[src/tun_pkg.sv]
// shared types, constants and helpers of the triangle unit normal block
package tun_pkg;

   localparam int CoordW    = 32;
   localparam int EdgeShift = 6;
   localparam int EdgeW     = CoordW - EdgeShift;
   localparam int MulW      = 28;
   localparam int ProdW     = 2 * MulW;
   localparam int CrossW    = 53;
   localparam int Mag2W     = 64;
   localparam int MagW      = 32;
   localparam int NormW     = 16;
   localparam int QuotW     = 15;
   localparam int LoW       = 27;
   localparam int StepW     = 5;
   localparam int CompW     = 2;
   localparam int RootTopBit = 62;

   localparam logic [QuotW-1:0] NormOne   = 15'h7FFF;
   localparam logic [StepW-1:0] CrossLast  = 5'd6;
   localparam logic [StepW-1:0] SquareLast = 5'd9;
   localparam logic [StepW-1:0] RootLast   = 5'd31;
   localparam logic [StepW-1:0] DivLast    = 5'd14;
   localparam logic [CompW-1:0] CompLast   = 2'd2;

   typedef enum logic [2:0] {
      ST_IDLE,
      ST_CROSS,
      ST_SQUARE,
      ST_CHECK,
      ST_ROOT,
      ST_DIV_INIT,
      ST_DIV_STEP,
      ST_FINISH
   } state_type;

   typedef struct packed {
      state_type        state;
      logic [StepW-1:0] step;
      logic [CompW-1:0] comp;
      logic             busy;
      logic             load_out;
   } ctl_type;

   typedef struct packed {
      logic req_fire;
      logic mag2_zero;
      logic clamp;
      logic out_free;
   } sts_type;

   // wrapping difference, arithmetic shift right
   function automatic logic signed [EdgeW-1:0] edge_diff(input logic [CoordW-1:0] p,
                                                         input logic [CoordW-1:0] q);
      logic [CoordW-1:0] d;
      begin
         d = p - q;
         return d[CoordW-1:EdgeShift];
      end
   endfunction

endpackage

[src/triangle_unit_normal_q15.sv]
// top level: triangle unit normal in q15 with shared multiplier and compare-subtract
//
//   channel  direction  handshake             payload
//   req      in         req_valid/req_stall   nine 32-bit signed vertex coordinates
//   rsp      out        rsp_valid/rsp_stall   three 16-bit signed normal components
//
// each item runs cross-product and square steps, a check, the root steps,
// then a divide per component and the hand-off; a clamped component skips its divide
// a zero magnitude skips root and divide and goes from the check to the hand-off
// req_stall is high from acceptance until the result moves to the output register
// a stalled result waits in the output register while the next item is taken
// synchronous reset clears the sequencer and the output valid
module triangle_unit_normal_q15 (
   input  logic                              clock,
   input  logic                              reset,
   input  logic                              req_valid,
   output logic                              req_stall,
   input  logic signed [tun_pkg::CoordW-1:0] req_vert_a_x,
   input  logic signed [tun_pkg::CoordW-1:0] req_vert_a_y,
   input  logic signed [tun_pkg::CoordW-1:0] req_vert_a_z,
   input  logic signed [tun_pkg::CoordW-1:0] req_vert_b_x,
   input  logic signed [tun_pkg::CoordW-1:0] req_vert_b_y,
   input  logic signed [tun_pkg::CoordW-1:0] req_vert_b_z,
   input  logic signed [tun_pkg::CoordW-1:0] req_vert_c_x,
   input  logic signed [tun_pkg::CoordW-1:0] req_vert_c_y,
   input  logic signed [tun_pkg::CoordW-1:0] req_vert_c_z,
   output logic                              rsp_valid,
   input  logic                              rsp_stall,
   output logic signed [tun_pkg::NormW-1:0]  rsp_norm_x,
   output logic signed [tun_pkg::NormW-1:0]  rsp_norm_y,
   output logic signed [tun_pkg::NormW-1:0]  rsp_norm_z
);
   import tun_pkg::*;

   ctl_type ctl;
   sts_type sts;

   logic signed [EdgeW-1:0]  edge_ff [6];
   logic signed [EdgeW-1:0]  edge_in [6];
   logic signed [CrossW-1:0] cross_ff [3];
   logic signed [CrossW-1:0] cross_in [3];
   logic signed [NormW-1:0]  res_ff [3];
   logic signed [NormW-1:0]  res_in [3];
   logic [Mag2W-1:0]         mag2_ff, mag2_in;
   logic [Mag2W-1:0]         v_ff, v_in;
   logic [Mag2W-1:0]         r_ff, r_in;
   logic [Mag2W-1:0]         bit_ff, bit_in;
   logic [MagW-1:0]          rem_ff, rem_in;
   logic [QuotW-1:0]         num_ff, num_in;
   logic [QuotW-1:0]         quot_ff, quot_in;
   logic signed [NormW-1:0]  out_x_ff, out_y_ff, out_z_ff;
   logic                     rsp_valid_ff, rsp_valid_in;

   logic signed [MulW-1:0]   mul_a, mul_b;
   logic signed [ProdW-1:0]  prod;
   logic signed [CrossW-1:0] prod_c;
   logic [Mag2W-1:0]         su_a, su_b, su_diff;
   logic                     su_ge;

   logic [CompW-1:0]         sq_comp, sel_comp;
   logic [1:0]               sq_part, acc_part;
   logic signed [CrossW-1:0] cross_sel;
   logic                     cross_neg;
   logic [CrossW-1:0]        cross_abs;
   logic signed [MulW-1:0]   lo_op, hi_op;
   logic [MagW-1:0]          mag;
   logic [MagW-1:0]          abs32;
   logic [CoordW+QuotW-1:0]  scaled;
   logic [MagW:0]            trial;
   logic [QuotW-1:0]         q_pick;
   logic [NormW-1:0]         q_ext;
   logic signed [NormW-1:0]  q_signed;

   tun_ctrl u_ctrl (
      .clock (clock),
      .reset (reset),
      .sts   (sts),
      .ctl   (ctl)
   );

   tun_mul u_mul (
      .clock (clock),
      .a     (mul_a),
      .b     (mul_b),
      .prod  (prod)
   );

   tun_cmpsub u_cmpsub (
      .a    (su_a),
      .b    (su_b),
      .diff (su_diff),
      .ge   (su_ge)
   );

   assign req_stall = ctl.busy;
   assign mag       = r_ff[MagW-1:0];
   assign prod_c    = prod[CrossW-1:0];

   always_comb begin
      sts.req_fire  = req_valid && !req_stall;
      sts.mag2_zero = (mag2_ff == '0);
      sts.clamp     = su_ge;
      sts.out_free  = !rsp_valid_ff || !rsp_stall;
   end

   // component and partial product of each square step
   always_comb begin
      case (ctl.step)
         5'd0, 5'd1, 5'd2: sq_comp = 2'd0;
         5'd3, 5'd4, 5'd5: sq_comp = 2'd1;
         default:          sq_comp = 2'd2;
      endcase
      case (ctl.step)
         5'd0, 5'd3, 5'd6: sq_part = 2'd0;
         5'd1, 5'd4, 5'd7: sq_part = 2'd1;
         default:          sq_part = 2'd2;
      endcase
      case (ctl.step)
         5'd1, 5'd4, 5'd7: acc_part = 2'd0;
         5'd2, 5'd5, 5'd8: acc_part = 2'd1;
         default:          acc_part = 2'd2;
      endcase
   end

   always_comb begin
      sel_comp  = (ctl.state == ST_SQUARE) ? sq_comp : ctl.comp;
      cross_sel = cross_ff[sel_comp];
      cross_neg = cross_sel[CrossW-1];
      cross_abs = cross_neg ? CrossW'(-cross_sel) : CrossW'(cross_sel);
      lo_op     = MulW'({1'b0, cross_abs[LoW-1:0]});
      hi_op     = MulW'({2'b00, cross_abs[CrossW-1:LoW]});
      abs32     = cross_abs[MagW-1:0];
      scaled    = {abs32, QuotW'(0)} - {QuotW'(0), abs32};
      trial     = {rem_ff, num_ff[QuotW-1]};
   end

   // multiplier operands
   always_comb begin
      mul_a = '0;
      mul_b = '0;
      if (ctl.state == ST_CROSS) begin
         case (ctl.step)
            5'd0: begin mul_a = MulW'(edge_ff[1]); mul_b = MulW'(edge_ff[5]); end
            5'd1: begin mul_a = MulW'(edge_ff[2]); mul_b = MulW'(edge_ff[4]); end
            5'd2: begin mul_a = MulW'(edge_ff[2]); mul_b = MulW'(edge_ff[3]); end
            5'd3: begin mul_a = MulW'(edge_ff[0]); mul_b = MulW'(edge_ff[5]); end
            5'd4: begin mul_a = MulW'(edge_ff[0]); mul_b = MulW'(edge_ff[4]); end
            5'd5: begin mul_a = MulW'(edge_ff[1]); mul_b = MulW'(edge_ff[3]); end
            default: begin mul_a = '0; mul_b = '0; end
         endcase
      end else if (ctl.state == ST_SQUARE) begin
         case (sq_part)
            2'd0:    begin mul_a = lo_op; mul_b = lo_op; end
            2'd1:    begin mul_a = hi_op; mul_b = lo_op; end
            default: begin mul_a = hi_op; mul_b = hi_op; end
         endcase
      end
   end

   // shared compare-subtract operands
   always_comb begin
      case (ctl.state)
         ST_ROOT: begin
            su_a = v_ff;
            su_b = r_ff | bit_ff;
         end
         ST_DIV_INIT: begin
            su_a = Mag2W'(cross_abs);
            su_b = Mag2W'(mag);
         end
         ST_DIV_STEP: begin
            su_a = Mag2W'(trial);
            su_b = Mag2W'(mag);
         end
         default: begin
            su_a = '0;
            su_b = '0;
         end
      endcase
   end

   // signed quotient of the current component
   always_comb begin
      q_pick   = (ctl.state == ST_DIV_INIT) ? NormOne : {quot_ff[QuotW-2:0], su_ge};
      q_ext    = {1'b0, q_pick};
      q_signed = cross_neg ? $signed(NormW'(0) - q_ext) : $signed(q_ext);
   end

   always_comb begin
      edge_in  = edge_ff;
      cross_in = cross_ff;
      res_in   = res_ff;
      mag2_in  = mag2_ff;
      v_in     = v_ff;
      r_in     = r_ff;
      bit_in   = bit_ff;
      rem_in   = rem_ff;
      num_in   = num_ff;
      quot_in  = quot_ff;
      case (ctl.state)
         ST_IDLE: begin
            if (sts.req_fire) begin
               edge_in[0] = edge_diff(req_vert_b_x, req_vert_a_x);
               edge_in[1] = edge_diff(req_vert_b_y, req_vert_a_y);
               edge_in[2] = edge_diff(req_vert_b_z, req_vert_a_z);
               edge_in[3] = edge_diff(req_vert_c_x, req_vert_a_x);
               edge_in[4] = edge_diff(req_vert_c_y, req_vert_a_y);
               edge_in[5] = edge_diff(req_vert_c_z, req_vert_a_z);
            end
         end
         ST_CROSS: begin
            mag2_in = '0;
            case (ctl.step)
               5'd1: cross_in[0] = prod_c;
               5'd2: cross_in[0] = cross_ff[0] - prod_c;
               5'd3: cross_in[1] = prod_c;
               5'd4: cross_in[1] = cross_ff[1] - prod_c;
               5'd5: cross_in[2] = prod_c;
               5'd6: cross_in[2] = cross_ff[2] - prod_c;
               default: cross_in = cross_ff;
            endcase
         end
         ST_SQUARE: begin
            if (ctl.step != 5'd0) begin
               case (acc_part)
                  2'd0:    mag2_in = mag2_ff + {10'b0, prod[53:0]};
                  2'd1:    mag2_in = mag2_ff + {prod[35:0], 28'b0};
                  default: mag2_in = mag2_ff + {prod[9:0], 54'b0};
               endcase
            end
         end
         ST_CHECK: begin
            if (sts.mag2_zero) begin
               res_in[0] = '0;
               res_in[1] = $signed({1'b0, NormOne});
               res_in[2] = '0;
            end else begin
               v_in   = mag2_ff;
               r_in   = '0;
               bit_in = Mag2W'(1) << RootTopBit;
            end
         end
         ST_ROOT: begin
            if (su_ge) begin
               v_in = su_diff;
               r_in = (r_ff >> 1) + bit_ff;
            end else begin
               r_in = r_ff >> 1;
            end
            bit_in = bit_ff >> 2;
         end
         ST_DIV_INIT: begin
            if (su_ge) begin
               res_in[ctl.comp] = q_signed;
            end else begin
               rem_in  = scaled[CoordW+QuotW-1:QuotW];
               num_in  = scaled[QuotW-1:0];
               quot_in = '0;
            end
         end
         ST_DIV_STEP: begin
            rem_in  = su_ge ? su_diff[MagW-1:0] : trial[MagW-1:0];
            num_in  = {num_ff[QuotW-2:0], 1'b0};
            quot_in = {quot_ff[QuotW-2:0], su_ge};
            if (ctl.step == DivLast) res_in[ctl.comp] = q_signed;
         end
         default: begin
            mag2_in = mag2_ff;
         end
      endcase
   end

   assign rsp_valid_in = ctl.load_out || (rsp_valid_ff && rsp_stall);

   always_ff @(posedge clock) begin
      if (reset) begin
         rsp_valid_ff <= 1'b0;
      end else begin
         rsp_valid_ff <= rsp_valid_in;
      end
   end

   always_ff @(posedge clock) begin
      edge_ff  <= edge_in;
      cross_ff <= cross_in;
      res_ff   <= res_in;
      mag2_ff  <= mag2_in;
      v_ff     <= v_in;
      r_ff     <= r_in;
      bit_ff   <= bit_in;
      rem_ff   <= rem_in;
      num_ff   <= num_in;
      quot_ff  <= quot_in;
      if (ctl.load_out) begin
         out_x_ff <= res_ff[0];
         out_y_ff <= res_ff[1];
         out_z_ff <= res_ff[2];
      end
   end

   assign rsp_valid  = rsp_valid_ff;
   assign rsp_norm_x = out_x_ff;
   assign rsp_norm_y = out_y_ff;
   assign rsp_norm_z = out_z_ff;

`ifndef SYNTHESIS
   a_valid_from_finish: assert property (@(posedge clock) disable iff (reset)
      $rose(rsp_valid) |-> $past(ctl.state == ST_FINISH))
      else $error("result valid without finished item");

   a_busy_after_accept: assert property (@(posedge clock) disable iff (reset)
      (req_valid && !req_stall) |=> req_stall)
      else $error("block ready right after accepting an item");

   a_rem_below_mag: assert property (@(posedge clock) disable iff (reset)
      (ctl.state == ST_DIV_STEP) |-> (rem_ff < mag))
      else $error("divide remainder not below magnitude");

   a_norm_in_range: assert property (@(posedge clock) disable iff (reset)
      rsp_valid |-> (rsp_norm_x != -16'sd32768 && rsp_norm_y != -16'sd32768
                     && rsp_norm_z != -16'sd32768))
      else $error("normal component out of range");
`endif

endmodule

[src/tun_mul.sv]
// shared signed multiplier with registered product
module tun_mul (
   input  logic                             clock,
   input  logic signed [tun_pkg::MulW-1:0]  a,
   input  logic signed [tun_pkg::MulW-1:0]  b,
   output logic signed [tun_pkg::ProdW-1:0] prod
);
   import tun_pkg::*;

   logic signed [ProdW-1:0] prod_ff;

   always_ff @(posedge clock) begin
      prod_ff <= a * b;
   end

   assign prod = prod_ff;

endmodule

[src/tun_cmpsub.sv]
// shared 64-bit compare and subtract unit for root and divide steps
module tun_cmpsub (
   input  logic [tun_pkg::Mag2W-1:0] a,
   input  logic [tun_pkg::Mag2W-1:0] b,
   output logic [tun_pkg::Mag2W-1:0] diff,
   output logic                      ge
);
   import tun_pkg::*;

   logic [Mag2W:0] wide;

   assign wide = {1'b0, a} - {1'b0, b};
   assign diff = wide[Mag2W-1:0];
   assign ge   = ~wide[Mag2W];

endmodule

[src/tun_ctrl.sv]
// sequencer: state, step and component counters
module tun_ctrl (
   input  logic             clock,
   input  logic             reset,
   input  tun_pkg::sts_type sts,
   output tun_pkg::ctl_type ctl
);
   import tun_pkg::*;

   state_type        state_ff, state_in;
   logic [StepW-1:0] step_ff, step_in;
   logic [CompW-1:0] comp_ff, comp_in;

   always_ff @(posedge clock) begin
      if (reset) begin
         state_ff <= ST_IDLE;
         step_ff  <= '0;
         comp_ff  <= '0;
      end else begin
         state_ff <= state_in;
         step_ff  <= step_in;
         comp_ff  <= comp_in;
      end
   end

   always_comb begin
      state_in = state_ff;
      step_in  = step_ff + 5'd1;
      comp_in  = comp_ff;
      case (state_ff)
         ST_IDLE: begin
            step_in = '0;
            comp_in = '0;
            if (sts.req_fire) state_in = ST_CROSS;
         end
         ST_CROSS: begin
            if (step_ff == CrossLast) begin
               state_in = ST_SQUARE;
               step_in  = '0;
            end
         end
         ST_SQUARE: begin
            if (step_ff == SquareLast) begin
               state_in = ST_CHECK;
               step_in  = '0;
            end
         end
         ST_CHECK: begin
            step_in  = '0;
            state_in = sts.mag2_zero ? ST_FINISH : ST_ROOT;
         end
         ST_ROOT: begin
            if (step_ff == RootLast) begin
               state_in = ST_DIV_INIT;
               step_in  = '0;
               comp_in  = '0;
            end
         end
         ST_DIV_INIT: begin
            step_in = '0;
            if (sts.clamp) begin
               if (comp_ff == CompLast) state_in = ST_FINISH;
               else comp_in = comp_ff + 2'd1;
            end else begin
               state_in = ST_DIV_STEP;
            end
         end
         ST_DIV_STEP: begin
            if (step_ff == DivLast) begin
               step_in = '0;
               if (comp_ff == CompLast) begin
                  state_in = ST_FINISH;
               end else begin
                  state_in = ST_DIV_INIT;
                  comp_in  = comp_ff + 2'd1;
               end
            end
         end
         ST_FINISH: begin
            step_in = '0;
            if (sts.out_free) state_in = ST_IDLE;
         end
         default: begin
            state_in = ST_IDLE;
            step_in  = '0;
         end
      endcase
   end

   always_comb begin
      ctl.state    = state_ff;
      ctl.step     = step_ff;
      ctl.comp     = comp_ff;
      ctl.busy     = (state_ff != ST_IDLE);
      ctl.load_out = (state_ff == ST_FINISH) && sts.out_free;
   end

endmodule

[config.mk]
export PLATFORM = sky130hd
export DESIGN_NAME = triangle_unit_normal_q15
export DESIGN_NICKNAME = d
export VERILOG_FILES = /design/src/tun_pkg.sv /design/src/triangle_unit_normal_q15.sv /design/src/tun_mul.sv /design/src/tun_cmpsub.sv /design/src/tun_ctrl.sv
export SDC_FILE = /design/constraint.sdc
export NUM_CORES = 2
export LEC_CHECK = 0
export ABC_AREA = 1
export BUFFER_PORTS_ARGS = -buffer_cell sky130_fd_sc_hd__buf_4
export CAP_MARGIN = 15
export CORE_ASPECT_RATIO = 0.5
export CORE_UTILIZATION = 55
export DETAILED_ROUTE_END_ITERATION = 8
export PLACE_DENSITY = 0.72
export SYNTH_ARGS = -nofsm -noshare
export SYNTH_HDL_FRONTEND = slang
export SYNTH_SLANG_ARGS = --single-unit
[constraint.sdc]
create_clock -name clock -period 22.1 [get_ports clock]
set_clock_uncertainty 0.1 [all_clocks]
set_input_delay 2.21 -clock clock [delete_from_list [all_inputs] [get_ports clock]]
set_output_delay 2.21 -clock clock [all_outputs]
set_load 0.1 [all_outputs]
==> flow_metrics.tcl <==
set metrics [dict create \
    status "finished, final reports clean" \
    worst-endpoint-required_ns 22.58 \
    timing.hold.worst_path_depth 0 \
    rr_worst_depth 44 \
    synthDistinctLibCells 75 \
    ys_ff_latch 761 \
    met2_usage_pct 62.27 \
    synth.top_cell.area_share_pct 22.35 \
    die_width_um 585.1 \
    numCtsBuffers 80 \
    period_minus_slack_ns 14.54 \
    tritoncts_clock_tree "done" \
    first_pass_detailed_route_iteration_total 8 \
    critPathMaxFanout 72 \
    cell_type_with_the_highest_aggregate_area_in_the_netlist "sky130_fd_sc_hd__edfxtp_1" \
    core.rowCount 106 \
    drt_iter0_markers 11290 \
    ys_seq_area_share_pct 23.74 \
    yosysWarnings 0 \
    r2r_start "u_ctrl.step_ff[0]" \
    critPathBufInv 9 \
    first_global_vias 85340 \
    globalRoute.busiestLayer "met2" \
    clock_sinks 761 \
    worst_ep_arrival_time_ns 15.02 \
    placed_area_mm2 0.09862 \
    grt_use_total_pct 43.10 \
    number_of_antenna_violations_at_the_first_check_in_global_routing 20 \
    timing.critical_path.mode_cell "sky130_fd_sc_hd__fa_1" \
    max_clock_freq_ghz 0.06878 \
    initial_utilization_pct 55.69 \
    multiInputGateArea_mm2 0.06249 \
    hp-start "res_ff[28]" \
    fin_area_mm2 0.1015 \
    maxCapViolations 0 \
    final-seq-area_mm2 0.02220 \
    timing.slew.headroom_pct 14.52 \
    maximum_buffer_depth_of_the_clock_tree 3 \
    ant_nets 0 \
    min_to "rsp_norm_y[12]" \
    grt_start_max_net_pins 136 \
    grt-ovfl-total 0 \
    worst_path_max_delay_cell "sky130_fd_sc_hd__xor2_1" \
    core-area_mm2 0.1679 \
    grt_setup_unrepaired "false" \
    place.detailed.instances 14580 \
    most_frequent_cells_in_the_layout "sky130_fd_sc_hd__nand2_1, sky130_fd_sc_hd__inv_1, sky130_fd_sc_hd__nor2_1" \
    cts.reportedPaths.clkPinSlew_ns 0.07 \
    die_area_mm2 0.1718 \
    total_routed_length_um 373300 \
    dp.final_hpwl_um 301800 \
    num_vias 88650 \
    synth_area_leaders "sky130_fd_sc_hd__edfxtp_1, sky130_fd_sc_hd__fa_1, sky130_fd_sc_hd__nand2_1" \
    regToRegSetupSlack_ns 7.56 \
    finalSetupTns_ns 0 \
    post_synthesis_cell_area_mm2 0.09350 \
    drcViolationCount 0 \
    r2r-end "u_mul.prod[53]" \
    syn_to_final_growth_pct 8.534 \
    worst-setup-path-type "reg -> reg" \
    grt.met3_usage_pct 15.11 \
    cts_root_buffer "sky130_fd_sc_hd__clkbuf_16" \
    grt_pass1_wl_um 544600 \
    post_drt_via_cell_ratio 6.016 \
    hold_path.class "reg -> reg" \
    finalHoldViolations 0 \
    routabilityCongestion 1.083 \
    synth_edf_count 696 \
    avgRoutedWirePerCell_um 25.33 \
    synthesized_area_per_cell_um2 7.697 \
    timing.critical_path.max_delay_family "adder cells" \
    final_cell_count_no_fill 14740 \
    n_fill_cell 15540 \
    die_h_um 293.5 \
    synth_flop_cell "sky130_fd_sc_hd__edfxtp_1" \
    min_period_over_period_pct 65.78 \
    critical_path.startpoint_type "flip-flop" \
    layout_commonest_cell "sky130_fd_sc_hd__nand2_1" \
    portBuffers 341 \
    layout.core_utilization_pct 60.44 \
    grt.met1_usage_pct 57.53 \
    worst_pin_slew_ns 1.282 \
    final_layout_size_suffix_gt1_share_pct 6.926 \
    cts_post_setup_buffers_inserted 0 \
    htree_levels 3 \
    synth_cells 12150 \
    maxSlewViolCount 0 \
    postSynthNetCount 13990 \
    ys_async_sr_fraction_pct 0 \
    count_of_hold_buffers_inserted_by_post_cts_repair 0 \
    final_nets 14240 \
    io_pins 342 \
    cts_repair_resize_count 0 \
    finalSetupViolations 0 \
    worst_skew_pair.late_latency_ns 0.76 \
    slowest_delay_ns 0.89 \
    critPathCaptureType "flip-flop" \
]
## per-layer routing
metal | routed length, um | vias to the layer above
met2 | 152800 | 5337
met3 | 53350 | 846
met1 | 146500 | 42280
met4 | 20600 | 6
li1 | - | 40180
met5 | 38 | -
## state kept, by name, summed over array words and instances (netlist names), 3 cells and up
name,cells
r_ff,64
bit_ff,32
u_ctrl.step_ff,5
v_ff,64
cross_ff,159
rsp_norm_y,16
u_mul.prod,54
num_ff,15
rsp_norm_z,16
quot_ff,14
rem_ff,32
res_ff,48
mag2_ff,64
rsp_norm_x,16
edge_ff,156
u_ctrl.state_ff,3
## kinds of logic (layout without fill, tap and decap cells)
family          Yosys count  in the layout  synth area share, %
simple gates           4728           4728                20.71
compound gates         2326           2326                14.21
buf+inv                2301           2613                9.551
fa+ha+maj              1550           1550                27.26
flops                   761            761                23.74
xor+xnor                482            482                4.523
other cells               0              8                    0
## worst reg2reg max path: cells and delay by family, from the launching register on
family,cells,cell delay (ns)
fa+ha+maj,11,4.93
flops,1,0.41
buf+inv,9,1.53
xor+xnor,2,1.04
simple gates,13,3.44
compound gates,9,2.96
## stage by stage
| step | setup WS [ns] | hold slack [ns] |
|---|---|---|
| 6_report | 7.562 | 0.3586 |
| 3_5_place_dp | 7.673 | 0.3415 |
| 5_1_grt | 6.800 | 0.3639 |
| 2_1_floorplan | 12.46 | 0.3207 |
| 4_1_cts | 7.604 | 0.3556 |
| 3_3_place_gp | 7.684 | 0.3305 |
## worst max path at each step
stage	start	to	slack [ns]	cells past startpoint
floorplan	u_ctrl.step_ff[0]	u_mul.prod[53]	12.46	44
global placement	u_ctrl.step_ff[0]	u_mul.prod[53]	7.68	41
detailed placement	u_ctrl.step_ff[0]	u_mul.prod[53]	7.67	41
CTS	u_ctrl.step_ff[0]	u_mul.prod[53]	7.60	41
global route	u_ctrl.step_ff[0]	u_mul.prod[53]	6.80	42
finish	u_ctrl.step_ff[0]	u_mul.prod[53]	7.56	44
## cell type report
| class | count | area share [%] |
|---|---|---|
| Inverter | 1976 | 7.315 |
| Timing Repair Buffer | 490 | 3.664 |
| Antenna cell | 8 | 0.01973 |
| Multi-Input combinational cell | 9086 | 61.58 |
| Tap cell | 2268 | 2.796 |
| Clock buffer | 99 | 2.074 |
| Clock inverter | 48 | 0.6683 |
| Sequential cell | 761 | 21.88 |
## cell usage after synthesis (9+ instances only)
cell,number
sky130_fd_sc_hd__o221ai_1,34
sky130_fd_sc_hd__nand3b_1,12
sky130_fd_sc_hd__o21bai_1,33
sky130_fd_sc_hd__a21o_1,34
sky130_fd_sc_hd__clkbuf_1,186
sky130_fd_sc_hd__edfxtp_1,696
sky130_fd_sc_hd__fa_1,812
sky130_fd_sc_hd__buf_6,14
sky130_fd_sc_hd__xnor2_1,209
sky130_fd_sc_hd__dfxtp_1,65
sky130_fd_sc_hd__nor2_2,29
sky130_fd_sc_hd__a221oi_1,28
sky130_fd_sc_hd__a22o_1,10
sky130_fd_sc_hd__buf_4,18
sky130_fd_sc_hd__nand2_1,2677
sky130_fd_sc_hd__o21ai_1,13
sky130_fd_sc_hd__and2_1,9
sky130_fd_sc_hd__nand2_2,20
sky130_fd_sc_hd__inv_1,1924
sky130_fd_sc_hd__nor3_1,96
sky130_fd_sc_hd__a211oi_1,28
sky130_fd_sc_hd__nor2_1,1205
sky130_fd_sc_hd__or2_2,75
sky130_fd_sc_hd__o211ai_1,112
sky130_fd_sc_hd__o22ai_1,28
sky130_fd_sc_hd__a21oi_1,903
sky130_fd_sc_hd__o2111ai_1,14
sky130_fd_sc_hd__ha_1,738
sky130_fd_sc_hd__buf_2,93
sky130_fd_sc_hd__a31oi_1,139
sky130_fd_sc_hd__nand3_2,10
sky130_fd_sc_hd__o21ai_0,779
sky130_fd_sc_hd__nand4_1,84
sky130_fd_sc_hd__a21boi_0,27
sky130_fd_sc_hd__o31ai_1,30
sky130_fd_sc_hd__clkinv_1,10
sky130_fd_sc_hd__inv_2,40
sky130_fd_sc_hd__nand3_1,429
sky130_fd_sc_hd__nor4_1,47
sky130_fd_sc_hd__xor2_1,272
sky130_fd_sc_hd__buf_1,14
sky130_fd_sc_hd__o21a_1,62
Power is left out: the tool's default activity adds up to more than one toggle a clock period on the data nets, which glitch-free logic cannot reach.
